[src/rtl/char_lcd_request_sequencer_assert.svh]
// Assertion macros shared by the character LCD request sequencer RTL
`ifndef CHAR_LCD_REQUEST_SEQUENCER_ASSERT_SVH
`define CHAR_LCD_REQUEST_SEQUENCER_ASSERT_SVH

// same-cycle implication, disabled during reset
`define CLRS_ASSERT_IMP(label, clk, rst_n, ante, cons, msg) \
    label: assert property (@(posedge clk) disable iff (!(rst_n)) (ante) |-> (cons)) \
        else $error(msg);

// next-cycle implication, disabled during reset
`define CLRS_ASSERT_NXT(label, clk, rst_n, ante, cons, msg) \
    label: assert property (@(posedge clk) disable iff (!(rst_n)) (ante) |=> (cons)) \
        else $error(msg);

`endif

[src/rtl/clrs_pkg.sv]
// Types, codes and constants for the character LCD request sequencer
package clrs_pkg;

    localparam int MAX_TEXT_DEFAULT = 32;

    typedef struct packed {
        logic [2:0] action;
        logic [5:0] text_length;
        logic [1:0] row;
        logic [5:0] column;
        logic [4:0] char_index;
        logic [7:0] char_value;
    } t_in_item;

    typedef struct packed {
        logic [1:0] request_status;
        logic [1:0] lcd_mode;
        logic       busy_res;
        logic       rs_pin;
        logic       rw_pin;
        logic       en_pin;
        logic [7:0] data_pins;
        logic [2:0] done_request;
    } t_out_item;

    typedef enum logic [2:0] {
        ACT_TICK   = 3'd0,
        ACT_INIT   = 3'd1,
        ACT_WRITE  = 3'd2,
        ACT_CURSOR = 3'd3,
        ACT_CLEAR  = 3'd4,
        ACT_LOAD   = 3'd5
    } t_action;

    typedef enum logic [1:0] {
        ST_ACCEPTED = 2'd0,
        ST_BUSY     = 2'd1,
        ST_PARAM    = 2'd2,
        ST_NONE     = 2'd3
    } t_status;

    typedef enum logic [2:0] {
        K_NONE   = 3'd0,
        K_INIT   = 3'd1,
        K_WRITE  = 3'd2,
        K_CURSOR = 3'd3,
        K_CLEAR  = 3'd4
    } t_kind;

    typedef enum logic [2:0] {
        MODE_OFF  = 3'b001,
        MODE_INIT = 3'b010,
        MODE_OPER = 3'b100
    } t_mode;

    localparam logic [1:0] MODE_CODE_OFF  = 2'd0;
    localparam logic [1:0] MODE_CODE_INIT = 2'd1;
    localparam logic [1:0] MODE_CODE_OPER = 2'd2;

    localparam logic [2:0] STEP_POWER = 3'd0;
    localparam logic [2:0] STEP_LAST  = 3'd4;

    localparam logic [7:0] CMD_FUNC_SET   = 8'h38;
    localparam logic [7:0] CMD_DISPLAY_ON = 8'h0C;
    localparam logic [7:0] CMD_CLEAR      = 8'h01;
    localparam logic [7:0] CMD_ENTRY_MODE = 8'h06;
    localparam logic [7:0] ROW1_OFFSET    = 8'h40;
    localparam logic [7:0] CMD_SET_DDRAM  = 8'd128;

    function automatic logic [7:0] power_on_cmd(input logic [2:0] step);
        logic [7:0] cmd;
        case (step)
            3'd1:    cmd = CMD_FUNC_SET;
            3'd2:    cmd = CMD_DISPLAY_ON;
            3'd3:    cmd = CMD_CLEAR;
            default: cmd = CMD_ENTRY_MODE;
        endcase
        return cmd;
    endfunction

    function automatic logic [1:0] mode_code(input t_mode mode);
        logic [1:0] code;
        unique case (mode)
            MODE_INIT: code = MODE_CODE_INIT;
            MODE_OPER: code = MODE_CODE_OPER;
            default:   code = MODE_CODE_OFF;
        endcase
        return code;
    endfunction

endpackage

[src/rtl/char_lcd_request_sequencer.sv]
// Character LCD request sequencer: request decode, tick sequencing and text buffer
//
// Drives an 8-bit HD44780-style character LCD (RS, RW, EN, D0-D7), one tick item
// at a time. Init, write text, set cursor and clear requests are taken when not
// busy and run on later ticks; each command or character byte takes two ticks
// (EN high, then EN low). Load items fill the text buffer, which is held in
// flip-flops. Every item gives one result item. The block takes one item per
// clock cycle when the output is not stalled: an input register feeds the
// combinational state update and decode, whose outcome lands in the output register.
// Each item's state update is registered before the next item is decoded; a stalled
// output holds the input register and stalls the input side.
module char_lcd_request_sequencer #(
    parameter int MAX_TEXT = clrs_pkg::MAX_TEXT_DEFAULT
) (
    input  logic                i_clk,
    input  logic                i_rst_n,
    input  logic                i_in_valid,
    input  clrs_pkg::t_in_item  i_in_item,
    output logic                o_in_stall,
    output logic                o_out_valid,
    output clrs_pkg::t_out_item o_out_item,
    input  logic                i_out_stall
);
    import clrs_pkg::*;
    `include "char_lcd_request_sequencer_assert.svh"

    localparam int BUF_DEPTH = (MAX_TEXT < 32) ? MAX_TEXT : 32;
    localparam int BUF_AW    = (BUF_DEPTH > 1) ? $clog2(BUF_DEPTH) : 1;

    logic       r_in_valid;
    t_in_item   r_in_item;
    logic       r_out_valid;
    t_out_item  r_out_item;
    t_out_item  n_out_item;
    logic       advance;

    t_mode      r_mode,  n_mode;
    logic [2:0] r_step,  n_step;
    logic       r_busy,  n_busy;
    t_kind      r_kind,  n_kind;
    logic [5:0] r_len,   n_len;
    logic       r_row,   n_row;
    logic [5:0] r_col,   n_col;
    logic [5:0] r_pos,   n_pos;
    logic       r_en,    n_en;
    logic       r_sel,   n_sel;
    logic [7:0] r_data,  n_data;

    logic [7:0] r_buf [BUF_DEPTH];
    logic [7:0] buf_rd;
    logic       buf_we;
    logic [7:0] cursor_addr;

    assign advance     = r_in_valid && (!r_out_valid || !i_out_stall);
    assign o_in_stall  = r_in_valid && !advance;
    assign o_out_valid = r_out_valid;
    assign o_out_item  = r_out_item;

    assign buf_rd = (r_pos < BUF_DEPTH) ? r_buf[r_pos[BUF_AW-1:0]] : 8'd0;
    assign buf_we = advance && (t_action'(r_in_item.action) == ACT_LOAD)
                    && (r_in_item.char_index < BUF_DEPTH);
    assign cursor_addr = r_row ? (ROW1_OFFSET + {2'b00, r_col}) : {2'b00, r_col};

    always_comb begin
        t_status status;
        t_kind   done;
        status = ST_NONE;
        done   = K_NONE;
        n_mode = r_mode;
        n_step = r_step;
        n_busy = r_busy;
        n_kind = r_kind;
        n_len  = r_len;
        n_row  = r_row;
        n_col  = r_col;
        n_pos  = r_pos;
        n_en   = r_en;
        n_sel  = r_sel;
        n_data = r_data;

        unique case (t_action'(r_in_item.action))
            ACT_TICK: begin
                unique case (r_mode)
                    MODE_OFF: begin
                        if (r_kind == K_INIT) begin
                            n_mode = MODE_INIT;
                        end
                    end
                    MODE_INIT: begin
                        if (r_step == STEP_POWER) begin
                            n_step = 3'd1;
                        end else if (r_step <= STEP_LAST) begin
                            n_sel  = 1'b0;
                            n_data = power_on_cmd(r_step);
                            n_en   = ~r_en;
                            if (r_en) begin
                                n_step = r_step + 3'd1;
                                if (r_step == STEP_LAST) begin
                                    n_busy = 1'b0;
                                    done   = K_INIT;
                                    n_mode = MODE_OPER;
                                end
                            end
                        end else begin
                            n_mode = MODE_OPER;
                        end
                    end
                    MODE_OPER: begin
                        if (r_busy) begin
                            case (r_kind)
                                K_WRITE: begin
                                    if (r_pos < r_len) begin
                                        n_sel  = 1'b1;
                                        n_data = buf_rd;
                                        n_en   = ~r_en;
                                        if (r_en) begin
                                            n_pos = r_pos + 6'd1;
                                        end
                                    end else begin
                                        n_sel  = 1'b1;
                                        n_pos  = 6'd0;
                                        n_busy = 1'b0;
                                        done   = K_WRITE;
                                    end
                                end
                                K_CURSOR: begin
                                    n_sel  = 1'b0;
                                    n_data = CMD_SET_DDRAM + cursor_addr;
                                    n_en   = ~r_en;
                                    if (r_en) begin
                                        n_busy = 1'b0;
                                        done   = K_CURSOR;
                                    end
                                end
                                K_CLEAR: begin
                                    n_sel  = 1'b0;
                                    n_data = CMD_CLEAR;
                                    n_en   = ~r_en;
                                    if (r_en) begin
                                        n_busy = 1'b0;
                                        done   = K_CLEAR;
                                    end
                                end
                                default: ;
                            endcase
                        end
                    end
                    default: ;
                endcase
            end
            ACT_INIT: begin
                if (r_busy) begin
                    status = ST_BUSY;
                end else begin
                    status = ST_ACCEPTED;
                    n_busy = 1'b1;
                    n_kind = K_INIT;
                end
            end
            ACT_WRITE: begin
                if (r_busy) begin
                    status = ST_BUSY;
                end else begin
                    status = ST_ACCEPTED;
                    n_busy = 1'b1;
                    n_kind = K_WRITE;
                    n_len  = r_in_item.text_length;
                    n_pos  = 6'd0;
                end
            end
            ACT_CURSOR: begin
                if (r_in_item.row > 2'd1) begin
                    status = ST_PARAM;
                end else if (r_busy) begin
                    status = ST_BUSY;
                end else begin
                    status = ST_ACCEPTED;
                    n_busy = 1'b1;
                    n_kind = K_CURSOR;
                    n_row  = r_in_item.row[0];
                    n_col  = r_in_item.column;
                end
            end
            ACT_CLEAR: begin
                if (r_busy) begin
                    status = ST_BUSY;
                end else begin
                    status = ST_ACCEPTED;
                    n_busy = 1'b1;
                    n_kind = K_CLEAR;
                end
            end
            default: ;
        endcase

        n_out_item.request_status = status;
        n_out_item.lcd_mode       = mode_code(n_mode);
        n_out_item.busy_res       = n_busy;
        n_out_item.rs_pin         = n_sel;
        n_out_item.rw_pin         = 1'b0;
        n_out_item.en_pin         = n_en;
        n_out_item.data_pins      = n_data;
        n_out_item.done_request   = done;
    end

    always_ff @(posedge i_clk) begin
        if (!i_rst_n) begin
            r_in_valid  <= 1'b0;
            r_out_valid <= 1'b0;
            r_mode      <= MODE_OFF;
            r_step      <= STEP_POWER;
            r_busy      <= 1'b0;
            r_kind      <= K_NONE;
            r_len       <= 6'd0;
            r_row       <= 1'b0;
            r_col       <= 6'd0;
            r_pos       <= 6'd0;
            r_en        <= 1'b0;
            r_sel       <= 1'b0;
            r_data      <= 8'd0;
        end else begin
            if (!o_in_stall) begin
                r_in_valid <= i_in_valid;
            end
            if (advance) begin
                r_out_valid <= 1'b1;
                r_mode      <= n_mode;
                r_step      <= n_step;
                r_busy      <= n_busy;
                r_kind      <= n_kind;
                r_len       <= n_len;
                r_row       <= n_row;
                r_col       <= n_col;
                r_pos       <= n_pos;
                r_en        <= n_en;
                r_sel       <= n_sel;
                r_data      <= n_data;
            end else if (!i_out_stall) begin
                r_out_valid <= 1'b0;
            end
        end
    end

    always_ff @(posedge i_clk) begin
        if (!o_in_stall) begin
            r_in_item <= i_in_item;
        end
        if (advance) begin
            r_out_item <= n_out_item;
        end
    end

    always_ff @(posedge i_clk) begin
        if (buf_we) begin
            r_buf[r_in_item.char_index[BUF_AW-1:0]] <= r_in_item.char_value;
        end
    end

    `CLRS_ASSERT_IMP(a_done_clears_busy, i_clk, i_rst_n,
        o_out_valid && (o_out_item.done_request != K_NONE), !o_out_item.busy_res,
        "finished request still reports busy")
    `CLRS_ASSERT_IMP(a_done_en_low, i_clk, i_rst_n,
        o_out_valid && (o_out_item.done_request != K_NONE), !o_out_item.en_pin,
        "request finished with EN high")
    `CLRS_ASSERT_IMP(a_done_on_tick_only, i_clk, i_rst_n,
        o_out_valid && (o_out_item.done_request != K_NONE),
        o_out_item.request_status == ST_NONE,
        "done reported on a request item")
    `CLRS_ASSERT_NXT(a_advance_gives_result, i_clk, i_rst_n,
        advance, r_out_valid,
        "processed item produced no result")

endmodule

[config.mk]
export PLATFORM = sky130hd
export DESIGN_NAME = char_lcd_request_sequencer
export DESIGN_NICKNAME = d
export VERILOG_FILES = /design/src/rtl/clrs_pkg.sv /design/src/rtl/char_lcd_request_sequencer.sv
export VERILOG_INCLUDE_DIRS = /design/src /design/src/rtl
export SDC_FILE = /design/constraint.sdc
export NUM_CORES = 1
export LEC_CHECK = 0
export ABC_AREA = 1
export BUFFER_PORTS_ARGS = -buffer_cell sky130_fd_sc_hd__buf_2
export CAP_MARGIN = 20
export CELL_PAD_IN_SITES_DETAIL_PLACEMENT = 1
export CELL_PAD_IN_SITES_GLOBAL_PLACEMENT = 1
export CORE_UTILIZATION = 45
export DETAILED_ROUTE_END_ITERATION = 10
export GPL_TIMING_DRIVEN = 0
export PLACE_DENSITY = 0.83
export SYNTH_ARGS = -nofsm -noshare
export SYNTH_HDL_FRONTEND = slang
export SYNTH_SLANG_ARGS = --single-unit
[constraint.sdc]
create_clock -name i_clk -period 2.3 [get_ports i_clk]
set_input_delay 0.46 -clock i_clk [delete_from_list [all_inputs] [get_ports i_clk]]
set_output_delay 0.46 -clock i_clk [all_outputs]
set_load 0.02 [all_outputs]
Yosys cells after proc, flatten, opt, wreduce, memory -nomap -nowiden:

Memory sizes are Yosys's and may differ from the RTL's. A register that Yosys moved wholly into a read port is not among the register bits.
Cells that the tools add are included.

* memories kept: 1
* bits in writable memories: 256
* input bits: 34
* register bits after elaboration: 89
* logic and storage cells: 163
* output and inout port bits: 21

* $lt $le $gt $ge: 4
* reduce and logical (&&, ||, !) cells: 20
* add/sub/neg operators: 4
* eq/ne operators: 28
* mux-type cells: 77
* bitwise logic cells: 3

Memories
* r_buf: words 32, width 8, read ports 1, clocked after memory_dff 1, wr ports 1, line char_lcd_request_sequencer.sv:49 `logic [7:0] r_buf [BUF_DEPTH];`

Operators with widths (number)
* 2-to-1 mux 8 bit: 7
* 2-to-1 mux 3 bit: 16
* 2-to-1 mux 6 bit: 6
* 2-to-1 mux 1 bit: 26
* == test 3 x 2 -> 1 bit, second input constant: 8
* case mux 8 bit (3 select lines): 1
* == test 3 bit, second input constant: 6
* case mux 6 bit (3 select lines): 1
* case mux 8 bit (2 select lines): 1
* != test 2 bit, second input constant: 7
* AND reduction 7 bit: 2
* == test 3 x 1 -> 1 bit, second input constant: 4
* case mux 1 bit (2 select lines): 6
* case mux 3 bit (2 select lines): 2
* case mux 3 bit (4 select lines): 1
* case mux 6 bit (2 select lines): 1
* 2-to-1 mux 5 bit: 2
* case mux 3 bit (3 select lines): 1
* adder 7 x 6 -> 8 bit, first input constant: 1
* adder 8 bit, first input constant: 1
* case mux 2 bit (2 select lines): 2
* adder 6 x 1 -> 6 bit, second input constant: 1
* logical NOT 3 bit: 2
* less-than comparator 6 bit: 1
* other kinds (19): 30

Depth between registers and ports, before layout:

* depth after elaboration: 9
* mapped depth: 18
* depth with buffers taken out: 15

Worst setup path after synthesis:

No wires, ideal clock.

* path type: input port to flip-flop
* from: input port i_out_stall
* to: memory r_buf[2][0], enable pin
* arrival time: 2.037 ns
* stages on the path: 7
* path slack: -0.120 ns
* buffers on the path: 0
* library setup time: 0.383 ns
* cells stage by stage: nand2_1 -> inv_2 -> nor2_4 -> inv_2 -> nor4_2 -> nand3_1 -> nor3_1

* cells in the longest elaborated chain, start to end: 6

RTL lines
* from (decl): line char_lcd_request_sequencer.sv:22 `input logic i_out_stall`
* logical NOT 1 bit
* logical OR 1 bit: line char_lcd_request_sequencer.sv:54 `assign advance = r_in_valid && (!r_out_valid || !i_out_stall);`
* logical AND 1 bit: line char_lcd_request_sequencer.sv:54
* logical AND 1 bit: line char_lcd_request_sequencer.sv:60 `assign buf_we = advance && (t_action'(r_in_item.action) == ACT_LOAD)`
* 2-to-1 mux 1 bit: line char_lcd_request_sequencer.sv:254 `if (buf_we) begin`
* 2-to-1 mux 1 bit (not written as such): line char_lcd_request_sequencer.sv:255 `r_buf[r_in_item.char_index[BUF_AW-1:0]] <= r_in_item.char_value;`
* to (decl): line char_lcd_request_sequencer.sv:49

Every way passes these cells.

==> impl_metrics.toml <==
[floorplanning]
die_w_um = 183.3
start_util_pct = 45.57
rows = 66
die_area_um2 = 33600
core_area_um2 = 32450
die_h_um = 183.3
ioPinCount = 55

[pwr]
seqPwrFrac_pct = 50.9
p_comb_share_pct = 5.3
irDropWorstVdd_v = 0.0006944
switchingPower_w = 0.003224
switching_share_pct = 23.22
p_per_area_nw_per_um2 = 746.3
leakagePower_nw = 6.830
clkPwrFrac_pct = 43.9
p_int_w = 0.01066

[global_routing]
antenna_found_initial = 0
overflow = 0
top_usage_layer = "met2"
grt_max_degree = 33
grt_pass1_vias = 12270
grt_use_met1_pct = 38.24
grt_pass1_wl_um = 75550
gr-usage-met3_pct = 4.984
use_met2_pct = 53.00
track_usage_pct = 31.04

[yosys]
syn_area_um2 = 14790
synth_flop_cell = "edfxtp_1"
ys_ff_latch = 350
synthesis.nets = 1400
syn_area_per_cell_um2 = 10.93
yosysSeqAreaShare_pct = 67.95
async_flop_share_pct = 0
ys_types = 45
synthCells = 1353
synth-edff-count = 304
synth_warnings = 0

[finish]
diodes = 0
nFillCells = 3324
final_cell_mix = "304 x edfxtp_1, 203 x nand2_1, 174 x nor2_1, 107 x nand3_1, 103 x inv_1"
final_cell_area_um2 = 18610
final_nets = 1558
drive_gt1_share_pct = 24.61
area_growth_pct = 25.81
final_util_pct = 57.34
layout_commonest_cell = "edfxtp_1"

[routing]
ant_nets = 0
wl_um = 55590
drt_iter0_markers = 1499
vias_per_cell = 6.089
vias = 12070
remaining_drc_errors = 0
drt_pre_antenna_iters = 6
wl_per_cell_um = 28.05

[cts]
clkLatencyLatePin_ns = 0.55
cts_hold_buf = 0
numCtsBuffers = 38
clock-root-buffer = "clkbuf_16"
htree_levels = 2
clock_path_buffers = 3
cts_num_sinks = 350
clk_pin_slew_worst_paths_ns = 0.07
tritoncts = "yes"

[worst_setup_path]
critPathTopFamily = "simple AND/OR/NAND/NOR gates"
cp-end-kind = "register"
cpMostUsedCell = "nand2_1"
critPathLaunchType = "register"
ff2ff_setup_slack_ns = -0.24
critPathBufInv = 3
crit_slowest_cell = "o211ai_1"
reg2regPathDepth = 13
cp.depth = 13
crit_chain = "buf_6 -> buf_12 -> buf_8 -> o211ai_1 -> o211ai_1 -> nand3_1 -> nand3_1 -> nand3_2 -> nand2_1 -> nand2_1 -> nand2_1 -> nand2_1 -> nand2_1"
cp_data_required_time_ns = 2.58
arrival_ns = 2.82
critPathKind = "reg2reg"
timing.rr.end = "o_out_item[5]$_DFFE_PP_"
critPathMaxStageDelay_ns = 0.52
cp-endpoint = "o_out_item[5]$_DFFE_PP_"
cp_max_fo = 10

[timing]
fin_ws_ns = -0.2416
fin_crit_ns = 2.542
setup-tns-final_ns = -3.731
finalSetupViolations = 86
fin_crit_sh_pct = 110.5
hold_viol = 0
maxSlewViolCount = 0
rsz0062_at_grt = "true"
max_slew_margin_pct = 42.65
worst_pin_slew_ns = 0.8602
skew_ns = 0.02719
max_freq_ghz = 0.3934

[hold_path]
hp-class = "in2reg"

[placed_design]
hpwl_um = 32350
port_buffers = 53
dpl_cell_area_um2 = 15810
routabilityCongestion = 0.9458
pre_cts_ws_ns = -1.304

[job]
cap_violations = 0

[run_status]
violations = "setup timing"
status = "complete, but fails checks"
==> state kept, by name, summed over array words and instances, names as in the netlist, named ones only <==
register and count:
o_out_valid 1, r_en 1, o_out_item 18, r_data 8
r_in_valid 1, r_buf 256, r_col 6, r_mode 3
r_sel 1, r_step 3, r_busy 1, r_kind 3
r_row 1, r_len 6, r_pos 6, r_in_item 30
==> cells by family after synthesis <==
group	synth area share, %
adder cells (fa/ha/maj)	1.150
other	0.02535
buffers and inverters	5.566
AO/OA/AOI/OAI	8.468
flip-flops	67.95
AND/OR/NAND/NOR	16.84
==> power by group through the flow <==
stage | sequential [W] | clock (W) | combinational [W]
4_1_cts | 0.00708 | 0.00597 | 0.000606
3_3_place_gp | 0.00724 | 0 | 0.000444
3_5_place_dp | 0.00721 | 0 | 0.000552
6_report | 0.00706 | 0.00609 | 0.000729
5_1_grt | 0.00707 | 0.00630 | 0.000764
2_1_floorplan | 0.00721 | 0 | 0.000269
==> area by class of cell <==
class | instances | area, um2 | area share [%]
Sequential cell | 350 | 10070 | 54.11
Multi-Input combinational cell | 815 | 4533 | 24.36
Timing Repair Buffer | 118 | 1280 | 6.879
Clock buffer | 51 | 1051 | 5.648
Tap cell | 442 | 553.0 | 2.972
Buffer | 62 | 493.0 | 2.649
Inverter | 126 | 481.7 | 2.589
Clock inverter | 18 | 147.6 | 0.7934
==> synthesized netlist by cell type (21+ instances only) <==
master	instances	area, um2
a21oi_1	37	185.2
nand3_1	125	625.6
dfxtp_1	46	920.9
o21ai_0	85	425.4
nor2_1	210	788.3
inv_1	110	412.9
buf_2	23	115.1
clkbuf_1	21	78.83
o21ai_1	27	135.1
edfxtp_1	304	9129
o211ai_1	47	352.8
nand2_1	217	814.5
==> per-layer routing <==
layer | vias to the layer above | wire [um]
li1 | 5009 | -
met1 | 5978 | 20040
met2 | 824 | 26830
met3 | 257 | 4890
met4 | 0 | 3824
met5 | - | 0
==> how the worst min path moves through the flow <==
stage                           from                      end  slack [ns]  depth (start not counted)
2_1_floorplan  r_len[1]$_SDFFE_PN0P_    r_len[1]$_SDFFE_PN0P_        0.44                          2
4_1_cts                i_in_item[28]  r_in_item[28]$_DFFE_PN_        0.09                          1
3_5_place_dp   r_len[5]$_SDFFE_PN0P_    r_len[5]$_SDFFE_PN0P_        0.47                          2
5_1_grt                i_in_item[11]  r_in_item[11]$_DFFE_PN_        0.07                          1
6_report                i_in_item[9]   r_in_item[9]$_DFFE_PN_        0.09                          1
3_3_place_gp   r_len[3]$_SDFFE_PN0P_    r_len[3]$_SDFFE_PN0P_        0.46                          2
==> stage by stage <==
| stage | cells | hold slack, ns | total power, W |
|---|---|---|---|
| final | 1982 | 0.08707 | 0.01389 |
| after global routing | 1982 | 0.07071 | 0.01413 |
| after CTS | 1965 | 0.08919 | 0.01365 |
| after detailed placement | 1856 | 0.4661 | 0.007761 |
| after global placement | 1848 | 0.4562 | 0.007686 |
| after floorplan | 1353 | 0.4353 | 0.007474 |
==> repair_timing <==
item / CTS / global route
pin swaps: 41 / 39
buffers inserted: 39 / 15
gates resized for setup: 119 / 113
cloned: 1 / 0
endpoints found under the setup margin: 283 / 267
Note: power is estimated with default switching activity, not from simulation.
